==> src/hw/rtl/assert_macros.svh <==
// Assertion macros shared by the RTL; empty bodies when SYNTH is defined.
`ifndef ASSERT_MACROS_SVH
`define ASSERT_MACROS_SVH
`ifndef SYNTH
`define ASSERT_IMPLIES(label, clk, rst_n, cond, expr) \
    label: assert property (@(posedge clk) disable iff (!rst_n) (cond) |-> (expr)) \
        else $error("assertion failed");
`define ASSERT_NEXT(label, clk, rst_n, cond, expr) \
    label: assert property (@(posedge clk) disable iff (!rst_n) (cond) |=> (expr)) \
        else $error("assertion failed");
`else
`define ASSERT_IMPLIES(label, clk, rst_n, cond, expr)
`define ASSERT_NEXT(label, clk, rst_n, cond, expr)
`endif
`endif

==> src/hw/rtl/ffud_pkg.sv <==
// Shared types, character codes and helpers for the form field decoder.
package ffud_pkg;

    localparam int QUEUE_DEPTH = 4;

    localparam logic [7:0] CH_NUL     = 8'h00;
    localparam logic [7:0] CH_EQUALS  = 8'h3D;
    localparam logic [7:0] CH_AMP     = 8'h26;
    localparam logic [7:0] CH_PLUS    = 8'h2B;
    localparam logic [7:0] CH_PERCENT = 8'h25;
    localparam logic [7:0] CH_SPACE   = 8'h20;
    localparam logic [7:0] CH_NINE    = 8'h39;
    localparam logic [7:0] CH_UPPER_Z = 8'h5A;
    localparam logic [7:0] CH_ZERO    = 8'h30;
    localparam logic [7:0] CH_UPPER_A = 8'h41;
    localparam logic [7:0] CH_LOWER_A = 8'h61;
    localparam logic [7:0] DIGIT_TEN  = 8'd10;

    typedef enum logic [1:0] {
        PH_KEY  = 2'd0,
        PH_VAL  = 2'd1,
        PH_ESC1 = 2'd2,
        PH_ESC2 = 2'd3
    } phase_t;

    typedef enum logic [2:0] {
        KIND_KEYCH  = 3'd0,
        KIND_VALCH  = 3'd1,
        KIND_FIELD  = 3'd2,
        KIND_END    = 3'd3,
        KIND_ENDKEY = 3'd4
    } kind_t;

    // One queued command: first result, and whether a text end follows it.
    typedef struct packed {
        logic       pair;
        logic [7:0] ch;
        kind_t      kind;
    } cmd_t;

    typedef struct packed {
        logic full;
        logic empty;
    } q_stat_t;

    // Lax hex digit weight, all 8 bits kept; the second digit is OR-ed in whole.
    function automatic logic [7:0] digit_value(input logic [7:0] c);
        logic [7:0] v;
        begin
            if (c <= CH_NINE)
                v = c - CH_ZERO;
            else if (c <= CH_UPPER_Z)
                v = c - CH_UPPER_A + DIGIT_TEN;
            else
                v = c - CH_LOWER_A + DIGIT_TEN;
            digit_value = v;
        end
    endfunction

endpackage

==> src/hw/rtl/ffud_front.sv <==
// Front end: accepts text bytes, tracks parse phase, queues result commands.
module ffud_front
(
    input  logic              clk,
    input  logic              rst_n,
    input  logic              in_valid,
    output logic              in_ready,
    input  logic [7:0]        in_byte,
    input  ffud_pkg::q_stat_t q_stat,
    output logic              push,
    output ffud_pkg::cmd_t    push_cmd
);

    ffud_pkg::phase_t phase_reg, phase_next;
    logic [3:0]       high_reg, high_next;
    logic             keyp_reg, keyp_next;
    logic             has_result;
    logic             accept;
    logic [7:0]       dig;

    assign in_ready = !q_stat.full;
    assign accept   = in_valid && in_ready;
    assign push     = accept && has_result;
    assign dig      = ffud_pkg::digit_value(in_byte);

    always_ff @(posedge clk or negedge rst_n)
    begin
        if (!rst_n)
        begin
            phase_reg <= ffud_pkg::PH_KEY;
            high_reg  <= '0;
            keyp_reg  <= 1'b0;
        end
        else if (accept)
        begin
            phase_reg <= phase_next;
            high_reg  <= high_next;
            keyp_reg  <= keyp_next;
        end
    end

    always_comb
    begin
        phase_next     = phase_reg;
        high_next      = high_reg;
        keyp_next      = keyp_reg;
        has_result     = 1'b0;
        push_cmd.pair  = 1'b0;
        push_cmd.ch    = '0;
        push_cmd.kind  = ffud_pkg::KIND_KEYCH;
        if (in_byte == ffud_pkg::CH_NUL)
        begin
            has_result = 1'b1;
            if (phase_reg == ffud_pkg::PH_KEY)
                push_cmd.kind = keyp_reg ? ffud_pkg::KIND_ENDKEY : ffud_pkg::KIND_END;
            else
            begin
                push_cmd.kind = ffud_pkg::KIND_FIELD;
                push_cmd.pair = 1'b1;
            end
            phase_next = ffud_pkg::PH_KEY;
            high_next  = '0;
            keyp_next  = 1'b0;
        end
        else if (phase_reg == ffud_pkg::PH_KEY)
        begin
            if (in_byte == ffud_pkg::CH_EQUALS)
            begin
                phase_next = ffud_pkg::PH_VAL;
                keyp_next  = 1'b0;
            end
            else
            begin
                has_result  = 1'b1;
                push_cmd.ch = in_byte;
                keyp_next   = 1'b1;
            end
        end
        else if (in_byte == ffud_pkg::CH_AMP)
        begin
            // also drops an unfinished escape
            has_result    = 1'b1;
            push_cmd.kind = ffud_pkg::KIND_FIELD;
            phase_next    = ffud_pkg::PH_KEY;
            keyp_next     = 1'b0;
        end
        else
        begin
            unique case (phase_reg)
                ffud_pkg::PH_VAL:
                begin
                    if (in_byte == ffud_pkg::CH_PERCENT)
                        phase_next = ffud_pkg::PH_ESC1;
                    else
                    begin
                        has_result    = 1'b1;
                        push_cmd.kind = ffud_pkg::KIND_VALCH;
                        push_cmd.ch   = (in_byte == ffud_pkg::CH_PLUS) ?
                                        ffud_pkg::CH_SPACE : in_byte;
                    end
                end
                ffud_pkg::PH_ESC1:
                begin
                    // only the low nibble of the first digit survives the shift
                    high_next  = dig[3:0];
                    phase_next = ffud_pkg::PH_ESC2;
                end
                ffud_pkg::PH_ESC2:
                begin
                    has_result    = 1'b1;
                    push_cmd.kind = ffud_pkg::KIND_VALCH;
                    push_cmd.ch   = {high_reg, 4'h0} | dig;
                    phase_next    = ffud_pkg::PH_VAL;
                end
                default:
                begin
                    phase_next = ffud_pkg::PH_KEY;
                end
            endcase
        end
    end

endmodule

==> src/hw/rtl/ffud_queue.sv <==
// Small command queue between the front and back ends.
module ffud_queue
#(
    parameter int DEPTH = ffud_pkg::QUEUE_DEPTH
)
(
    input  logic              clk,
    input  logic              rst_n,
    input  logic              push,
    input  ffud_pkg::cmd_t    push_cmd,
    input  logic              pop,
    output ffud_pkg::cmd_t    head_cmd,
    output ffud_pkg::q_stat_t q_stat
);

    localparam int IDX_W = (DEPTH > 1) ? $clog2(DEPTH) : 1;
    localparam int CNT_W = $clog2(DEPTH + 1);

    ffud_pkg::cmd_t   slot_reg [DEPTH];
    logic [IDX_W-1:0] wr_ptr_reg, wr_ptr_next;
    logic [IDX_W-1:0] rd_ptr_reg, rd_ptr_next;
    logic [CNT_W-1:0] count_reg, count_next;
    logic             do_push, do_pop;

    assign q_stat       = '{full:  (count_reg == CNT_W'(DEPTH)),
                            empty: (count_reg == '0)};
    assign do_push      = push && !q_stat.full;
    assign do_pop       = pop && !q_stat.empty;
    assign head_cmd     = slot_reg[rd_ptr_reg];

    always_comb
    begin
        wr_ptr_next = wr_ptr_reg;
        rd_ptr_next = rd_ptr_reg;
        count_next  = count_reg;
        if (do_push)
            wr_ptr_next = (wr_ptr_reg == IDX_W'(DEPTH - 1)) ? '0 : wr_ptr_reg + 1'b1;
        if (do_pop)
            rd_ptr_next = (rd_ptr_reg == IDX_W'(DEPTH - 1)) ? '0 : rd_ptr_reg + 1'b1;
        if (do_push && !do_pop)
            count_next = count_reg + 1'b1;
        else if (do_pop && !do_push)
            count_next = count_reg - 1'b1;
    end

    always_ff @(posedge clk or negedge rst_n)
    begin
        if (!rst_n)
        begin
            wr_ptr_reg <= '0;
            rd_ptr_reg <= '0;
            count_reg  <= '0;
        end
        else
        begin
            wr_ptr_reg <= wr_ptr_next;
            rd_ptr_reg <= rd_ptr_next;
            count_reg  <= count_next;
        end
    end

    always_ff @(posedge clk)
    begin
        if (do_push)
            slot_reg[wr_ptr_reg] <= push_cmd;
    end

endmodule

==> src/hw/rtl/ffud_back.sv <==
// Back end: expands queued commands into result items behind an output register.
module ffud_back
(
    input  logic              clk,
    input  logic              rst_n,
    input  ffud_pkg::q_stat_t q_stat,
    input  ffud_pkg::cmd_t    head_cmd,
    output logic              pop,
    output logic              out_valid,
    input  logic              out_ready,
    output logic [7:0]        out_char,
    output logic [2:0]        out_kind,
    output logic              out_last
);

    logic             valid_reg;
    logic [7:0]       char_reg;
    ffud_pkg::kind_t  kind_reg;
    logic             last_reg;
    logic             pend_reg;
    logic             load;

    assign load      = !valid_reg || out_ready;
    // the trailing text end of a pair goes out before the next command
    assign pop       = load && !pend_reg && !q_stat.empty;
    assign out_valid = valid_reg;
    assign out_char  = char_reg;
    assign out_kind  = kind_reg;
    assign out_last  = last_reg;

    always_ff @(posedge clk or negedge rst_n)
    begin
        if (!rst_n)
        begin
            valid_reg <= 1'b0;
            pend_reg  <= 1'b0;
        end
        else if (load)
        begin
            if (pend_reg)
            begin
                valid_reg <= 1'b1;
                pend_reg  <= 1'b0;
            end
            else
            begin
                valid_reg <= !q_stat.empty;
                pend_reg  <= !q_stat.empty && head_cmd.pair;
            end
        end
    end

    always_ff @(posedge clk)
    begin
        if (load)
        begin
            if (pend_reg)
            begin
                char_reg <= '0;
                kind_reg <= ffud_pkg::KIND_END;
                last_reg <= 1'b1;
            end
            else
            begin
                char_reg <= head_cmd.ch;
                kind_reg <= head_cmd.kind;
                last_reg <= !head_cmd.pair;
            end
        end
    end

endmodule

==> src/hw/rtl/form_field_url_decoder_unit.sv <==
// Top level of the posted form text decoder.
//
// channel   dir  payload
// s_axis    in   tdata[7:0] text_byte
// m_axis    out  tdata[7:0] out_char, tuser[2:0] item_kind, tlast last_of_run
//
// One byte is taken per cycle while the command queue has room; the front end
// updates the parse phase in that same cycle. Results leave at one per cycle
// from the output register while the sink is ready; a byte with two results holds
// the back end until both are out. Results are queued, then registered for output.
// Reset (rst_n low, asynchronous) empties the queue and returns to key phase.
// An output stall backs up the queue and then drops s_axis_tready.
`include "assert_macros.svh"
module form_field_url_decoder_unit
#(
    parameter int QUEUE_DEPTH = ffud_pkg::QUEUE_DEPTH
)
(
    input  logic       clk,
    input  logic       rst_n,
    input  logic       s_axis_tvalid,
    output logic       s_axis_tready,
    input  logic [7:0] s_axis_tdata,   // [7:0] text_byte
    output logic       m_axis_tvalid,
    input  logic       m_axis_tready,
    output logic [7:0] m_axis_tdata,   // [7:0] out_char
    output logic [2:0] m_axis_tuser,   // [2:0] item_kind
    output logic       m_axis_tlast
);

    ffud_pkg::q_stat_t q_stat;
    ffud_pkg::cmd_t    push_cmd;
    ffud_pkg::cmd_t    head_cmd;
    logic              push;
    logic              pop;

    ffud_front u_front
    (
        .clk      (clk),
        .rst_n    (rst_n),
        .in_valid (s_axis_tvalid),
        .in_ready (s_axis_tready),
        .in_byte  (s_axis_tdata),
        .q_stat   (q_stat),
        .push     (push),
        .push_cmd (push_cmd)
    );

    ffud_queue #(.DEPTH(QUEUE_DEPTH)) u_queue
    (
        .clk      (clk),
        .rst_n    (rst_n),
        .push     (push),
        .push_cmd (push_cmd),
        .pop      (pop),
        .head_cmd (head_cmd),
        .q_stat   (q_stat)
    );

    ffud_back u_back
    (
        .clk       (clk),
        .rst_n     (rst_n),
        .q_stat    (q_stat),
        .head_cmd  (head_cmd),
        .pop       (pop),
        .out_valid (m_axis_tvalid),
        .out_ready (m_axis_tready),
        .out_char  (m_axis_tdata),
        .out_kind  (m_axis_tuser),
        .out_last  (m_axis_tlast)
    );

    // only a field end that precedes a text end is not last of its byte
    `ASSERT_IMPLIES(a_nonlast_is_field, clk, rst_n, m_axis_tvalid && !m_axis_tlast, m_axis_tuser == ffud_pkg::KIND_FIELD)
    `ASSERT_NEXT(a_pair_follows, clk, rst_n, m_axis_tvalid && m_axis_tready && !m_axis_tlast, m_axis_tvalid && m_axis_tlast && m_axis_tuser == ffud_pkg::KIND_END)
    `ASSERT_IMPLIES(a_marks_zero, clk, rst_n, m_axis_tvalid && (m_axis_tuser == ffud_pkg::KIND_FIELD || m_axis_tuser == ffud_pkg::KIND_END || m_axis_tuser == ffud_pkg::KIND_ENDKEY), m_axis_tdata == 8'h00)

endmodule

==> config.mk <==
export PLATFORM = sky130hd
export DESIGN_NAME = form_field_url_decoder_unit
export DESIGN_NICKNAME = d
export VERILOG_FILES = /design/src/hw/rtl/ffud_pkg.sv /design/src/hw/rtl/ffud_front.sv /design/src/hw/rtl/ffud_queue.sv /design/src/hw/rtl/ffud_back.sv /design/src/hw/rtl/form_field_url_decoder_unit.sv
export VERILOG_INCLUDE_DIRS = /design/src /design/src/hw/rtl
export SDC_FILE = /design/constraint.sdc
export NUM_CORES = 1
export LEC_CHECK = 0
export ABC_AREA = 1
export BUFFER_PORTS_ARGS = -buffer_cell sky130_fd_sc_hd__buf_2
export CORE_ASPECT_RATIO = 1.5
export CORE_UTILIZATION = 55
export DETAILED_ROUTE_END_ITERATION = 10
export PLACE_DENSITY = 0.82
export SYNTH_ARGS = -nofsm -noshare
export SYNTH_HDL_FRONTEND = slang
export SYNTH_HIERARCHICAL = 1
export SYNTH_SLANG_ARGS = --single-unit
==> constraint.sdc <==
create_clock -name clk -period 2.2 [get_ports clk]
set_input_delay 0.44 -clock clk [delete_from_list [all_inputs] [get_ports clk]]
set_output_delay 0.44 -clock clk [all_outputs]
set_load 0.01 [all_outputs]
# [Word level (Yosys, flattened, before mapping)]
# Memory sizes are Yosys's and may differ from the RTL's.
# Index checks and enable logic that the tools add are counted.
[classes] n_eq_ne=14 mux=43 n_bitwise=1 n_lt_le_gt_ge=2 n_addsub=9 n_reduce_logical=26
[ops] op="two-way mux 8 bit" count=7
[ops] op="equality test 8 x 6 -> 1 bit, second input constant" count=4
[ops] op="case mux 11 bit (2 select lines)" count=1
[ops] op="two-way mux 3 bit" count=7
[ops] op="adder 8 x 4 -> 8 bit, second input constant" count=2
[ops] op="two-way mux 4 bit" count=4
[ops] op="subtractor 8 x 7 -> 8 bit, second input constant" count=2
[ops] op="two-way mux 1 bit" count=14
[ops] op="two-way mux 2 bit" count=7
[ops] op="two-way mux 11 bit" count=1
[ops] op="logical AND 1 bit" count=9
[ops] op="equality test 2 bit, second input constant" count=4
[ops] op="<= comparator 8 x 6 -> 1 bit, second input constant" count=1
[ops] op="<= comparator 8 x 7 -> 1 bit, second input constant" count=1
[ops] op="zero test 8 bit" count=1
[ops] op="OR 8 bit" count=1
[ops] op="subtractor 8 x 6 -> 8 bit, second input constant" count=1
[ops] op="zero test 1 bit" count=7
[ops] op="case mux 2 bit (3 select lines)" count=1
[ops] op="!= test 5 x 1 -> 1 bit, second input constant" count=1
[ops] op="adder 2 x 1 -> 2 bit, second input constant" count=2
[ops] op="!= test 2 x 1 -> 1 bit, second input constant" count=2
[ops] op="AND reduction 4 bit" count=1
[ops] op="nonzero test 2 bit" count=2
[ops] op="other kinds (12)" count=12
[word_totals] mem_bits_rw=48 ff_bits=28 elab_cells=107 in_bits=12 n_memories=1 out_inout_bits=14
[memory_table] memory="u_queue.slot_reg" depth=4 word_bits=12 read_ports=1 rd_clocked_by_memory_dff=0 write_ports=1 line="ffud_queue.sv:19" text="ffud_pkg::cmd_t slot_reg [DEPTH];"

# [Depth between registers and ports, before layout]
[logic_depth] word_depth=12 mapped_depth=18 ltp_nobuf=18

# [Cells and area by module]
# The synthesis kept the hierarchy.
[by_module_without_submodules] module="ffud_queue" seq_area_each_um2=1616.6 n_inst=1 cells_per_inst=201 area_per_inst_um2=2403.6
[by_module_without_submodules] module="ffud_front" seq_area_each_um2=175.2 n_inst=1 cells_per_inst=205 area_per_inst_um2=1331.3
[by_module_without_submodules] module="ffud_back" seq_area_each_um2=410.4 n_inst=1 cells_per_inst=48 area_per_inst_um2=556.8

# [Worst setup path after synthesis]
# OpenSTA, ideal clock, no wires.
[synth_path] path_type="input-to-reg" from="in s_axis_tdata[0]" to="reg u_queue.count_reg[2]" n_path_buf=0 required_time_ns=2.083 setup_time_ns=0.117 cell_stages=17 arrival_ns=2.498 slack_ns=-0.415 path_cell_list="inv_1 ha_1 nand2_2 nor3_2 nand2_2 inv_2 a21oi_1 a31oi_1 nand2_2 inv_1 ha_1 inv_1 fa_1 nand2_1 nand3_1 nand2_1 nand2_1"
[synth_between] elab_chain_len=11 elab_cells_between_ends=17
[synth_lines] element="start, declared" line="form_field_url_decoder_unit.sv:23" text="input logic [7:0] s_axis_tdata,"
[synth_lines] element="equality test 8 x 6 -> 1 bit" line="ffud_front.sv:92" text="if (in_byte == ffud_pkg::CH_PERCENT)"
[synth_lines] element="two-way mux 1 bit" line="ffud_front.sv:92"
[synth_lines] element="case mux 1 bit (2 select lines)" line="ffud_front.sv:89" text="unique case (phase_reg)"
[synth_lines] element="two-way mux 1 bit" line="ffud_front.sv:79" text="else if (in_byte == ffud_pkg::CH_AMP)"
[synth_lines] element="two-way mux 1 bit" line="ffud_front.sv:65" text="else if (phase_reg == ffud_pkg::PH_KEY)"
[synth_lines] element="two-way mux 1 bit *" line="ffud_front.sv:51" text="if (in_byte == ffud_pkg::CH_NUL)"
[synth_lines] element="logical AND 1 bit *" line="ffud_front.sv:23" text="assign push = accept && has_result;"
[synth_lines] element="via push" line="form_field_url_decoder_unit.sv:34" text="logic push;"
[synth_lines] element="logical AND 1 bit *" line="ffud_queue.sv:27" text="assign do_push = push && !q_stat.full;"
[synth_lines] element="via u_queue.do_push" line="ffud_queue.sv:23" text="logic do_push, do_pop;"
[synth_lines] element="zero test 1 bit" line="ffud_queue.sv:42" text="else if (do_pop && !do_push)"
[synth_lines] element="logical AND 1 bit" line="ffud_queue.sv:42"
[synth_lines] element="nonzero test 2 bit (no source line)"
[synth_lines] element="end signal, assigned" line="ffud_queue.sv:58" text="count_reg <= count_next;"
[synth_lines] element="end, declared" line="ffud_queue.sv:22" text="logic [CNT_W-1:0] count_reg, count_next;"
# The timed path passes the listed nets; every way through them passes the cells marked *.
# A chain may end at the register's enable or synchronous reset.

# [Worst setup path after layout]
[layout_path] from="reg u_front.phase_reg[1]" to="reg u_queue.count_reg[2]"
[layout_between] elab_chain_len=10 elab_cells_between_ends=14
[layout_lines] element="start, declared" line="ffud_front.sv:14" text="ffud_pkg::phase_t phase_reg, phase_next;"
[layout_lines] element="start signal, assigned" line="ffud_front.sv:30" text="phase_reg <= ffud_pkg::PH_KEY;"
[layout_lines] element="start signal, assigned" line="ffud_front.sv:36" text="phase_reg <= phase_next;"
[layout_lines] element="equality test 2 bit / equality test 2 x 1 -> 1 bit (equally long branches)" line="ffud_front.sv:89"
[layout_lines] element="case mux 1 bit (2 select lines)" line="ffud_front.sv:89"
[layout_lines] element="two-way mux 1 bit" line="ffud_front.sv:79"
[layout_lines] element="two-way mux 1 bit *" line="ffud_front.sv:65"
[layout_lines] element="two-way mux 1 bit *" line="ffud_front.sv:51"
[layout_lines] element="logical AND 1 bit *" line="ffud_front.sv:23"
[layout_lines] element="via push" line="form_field_url_decoder_unit.sv:34"
[layout_lines] element="logical AND 1 bit *" line="ffud_queue.sv:27"
[layout_lines] element="via u_queue.do_push" line="ffud_queue.sv:23"
[layout_lines] element="zero test 1 bit" line="ffud_queue.sv:42"
[layout_lines] element="logical AND 1 bit" line="ffud_queue.sv:42"
[layout_lines] element="nonzero test 2 bit (no source line)"
# Marks and branches as above.

==> flow_summary.ini <==
[status]
outcome = complete, but fails checks
violations = setup timing

[clocking]
cts_made_buffers = 9
cts_max_level = 3
clk_latency_ps = 330
ctsHoldBuffers = 0
root_buffer = clkbuf_16
cts_num_sinks = 76
cts_tree = built
cts_buffer_depth = 2
clkSlewWorstSetupHoldPaths_ps = 50

[final_layout]
diodes = 0
largest_reg_flops = 48
final-instance-count-excl-fill = 641
fillers = 530
area_delta_synth_final_pct = 23.2
drive_gt1_share_pct = 29.1
seqCellArea_sq_um = 2200
multi_input_area_sq_um = 1740
fin_nets = 565

[sta]
slew_viol_final = 0
final.period_utilization_pct = 101
fmax_mhz = 451
layout_setup_ws_ps = -17.9
tightest_slew_ps = 618
hold_violations = 0
layout_min_cycle_time_ps = 2220
setup_viol_count_final = 1
slew_headroom_pct = 58.8
finClkSkew_ps = 5.07
rsz0062_at_grt = yes

[floorplan]
row_count = 39
die_w_um = 74.1
die_area_sq_um = 8170
io_pins = 26
initial_core_util_pct = 56.7
coreArea_sq_um = 7560
die_y_um = 110

[global_routing]
met2_usage_pct = 43.7
grt_max_degree = 34
antenna_found_initial = 0
grt-ovfl-total = 0
globalRoute.busiestLayer = met2
grt_pass1_wl_mm = 14.3
grt_pass1_vias = 3217
grtUsageTotal_pct = 24.1
use_met3_pct = 5.45
met1_usage_pct = 23.3

[min_path]
min_path_type = in2async

[setup_path]
path_cells = inv_2, ha_4, o21ai_4, nand2_2, nand2_2, a31oi_4, nand2_2, inv_2, ha_4, inv_2, fa_2, nand2_2, nand3_1, nand2_1, nand2_1
cp-start-kind = flip-flop
cp.arrival_ps = 2440
cpMostUsedCell = nand2_2
slowest_stage = dfrtp_1
crit_buf_inv = 3
criticalPathCategory = reg2reg
required_ps = 2420
max_stage_delay_ps = 420
cp-end-kind = flip-flop
cp_top_family = adder cells
crit_fanout = 3

[logic_synthesis]
syn-num-nets = 485
synth_top_cell_by_area = edfxtp_1
syn_avg_cell_area_sq_um = 9.45
netlist.area_leader.share_pct = 42.0
synth_most_common_cell = nand2_1
ys_ff_latch = 76
synth-main-ff-cell = edfxtp_1
synth_edf_count = 60
netlist_area_sq_um = 4290
synth_cell_types = 41
synthArstFlopShare_pct = 21.1
ys_seq_area_share_pct = 51.3
netlist_top_cells_count = 121 x nand2_1, 80 x inv_1, 60 x edfxtp_1, 24 x nand3_1, 24 x o211ai_1
yosysWarnings = 6
syn_inst = 454
synth.area.top_cells = edfxtp_1 42%, nand2_1 11%, dfrtp_1 9.3%

[placement]
pre_cts_slack_ps = -338
place_inst = 618
place_hpwl_mm = 6.60
place.port_buffers = 25
place_congestion = 0.926

[job]
drv_cap = 0

[detailed_routing]
drc = 0
wire_per_inst_um = 14.0
antenna_left = 0
via_per_inst = 5.20
wl_mm = 9.00
drtPass1Iterations = 4
drt_iter0_drc = 182
vias = 3330

[power]
total_power_w = 0.00667
peakVddDrop_mv = 0.786
powerDensity_nw_per_um2 = 1260
p_leak_nw = 2.44
## cell usage in the layout, fill, tap and decap left out, types with 5 or more instances in the layout
cell,count
o21ai_0,6
nor2_2,6
inv_2,9
clkbuf_16,9
edfxtp_1,60
buf_2,25
o211ai_1,24
nor2_1,17
dfrtp_1,15
inv_1,72
nand2_1,116
nand2_2,14
buf_12,5
nand3_1,24
o22ai_1,6
inv_4,5
ha_1,13
a21oi_1,6
buf_4,50
## area by class of cell
class                      instances  share of cell area, %
clock inverter                     2                  0.189
tap                              102                   2.41
clock buffer                      14                   4.80
sequential                        76                   41.7
multi-input combinational        279                   32.9
timing repair buffer              80                   11.4
inverter                          88                   6.65
## worst register-to-register path, cell delays in order (launching register included)
cell	delay, ps
dfrtp_1	420
inv_2	120
ha_4	160
o21ai_4	60
nand2_2	90
nand2_2	70
a31oi_4	230
nand2_2	80
inv_2	70
ha_4	120
inv_2	40
fa_2	350
nand2_2	80
nand3_1	70
nand2_1	70
nand2_1	60
## kinds of logic after synthesis
family | share of synthesized area (%)
AOI/OAI and AO/OA | 10.0
xor gates and xnor gates | 0.816
adders and majority gates | 5.71
buffers and inverters | 10.7
DFF | 51.3
muxes | 0.466
and+or+nand+nor | 21.0
## per-stage QoR
| step | hold WS (ps) | util (%) | area (sq um) | TNS (ps) |
|---|---|---|---|---|
| detailed placement | 392 | 64.8 | 4900 | -7940 |
| global route | 57.8 | 69.9 | 5290 | -202 |
| finish | 39.2 | 69.9 | 5290 | -17.9 |
| global placement | 384 | 64.8 | 4900 | -4260 |
| floorplan | 144 | - | 4350 | -4760 |
| CTS | 40.9 | 68.6 | 5190 | 0 |
## routing by layer
metal / share of wire (%) / wire, um
met5: 0 / 0
met4: 5.3 / 480
met3: 3.9 / 354
met2: 54 / 4830
met1: 37 / 3330
## power breakdown
| group | switching, W | internal, W |
|---|---|---|
| Combinational | 0.00174 | 0.00124 |
| Sequential | 0.000236 | 0.00216 |
| Clock | 0.000503 | 0.000790 |
## path summary, 6_finish.rpt
| path | slack, ps | startpoint | endpoint | cells past startpoint |
|---|---|---|---|---|
| min in group clk | 400 | m_axis_tready | u_back/pend_reg$_DFFE_PN0P_ | 4 |
| max reg2reg | -20 | u_front/phase_reg[1]$_DFFE_PN0P_ | u_queue/count_reg[2]$_DFFE_PN0P_ | 15 |
| max in group asynchronous | 1840 | rst_n | u_front/phase_reg[0]$_DFFE_PN0P_ | 1 |
| max | -20 | u_front/phase_reg[1]$_DFFE_PN0P_ | u_queue/count_reg[2]$_DFFE_PN0P_ | 15 |
| min | 40 | rst_n | u_queue/count_reg[0]$_DFFE_PN0P_ | 1 |
| min reg2reg | 530 | u_front/high_reg[3]$_DFFE_PN0P_ | u_front/high_reg[3]$_DFFE_PN0P_ | 2 |
## what timing repair did
action                                  4_1_cts  5_1_grt
endpoints found under the setup margin        2        2
hold endpoints to repair                      0        0
resized for setup                             4       13
pin swaps                                     1        1
buffers inserted                              0        7
Note: power is estimated with default switching activity, not from simulation.
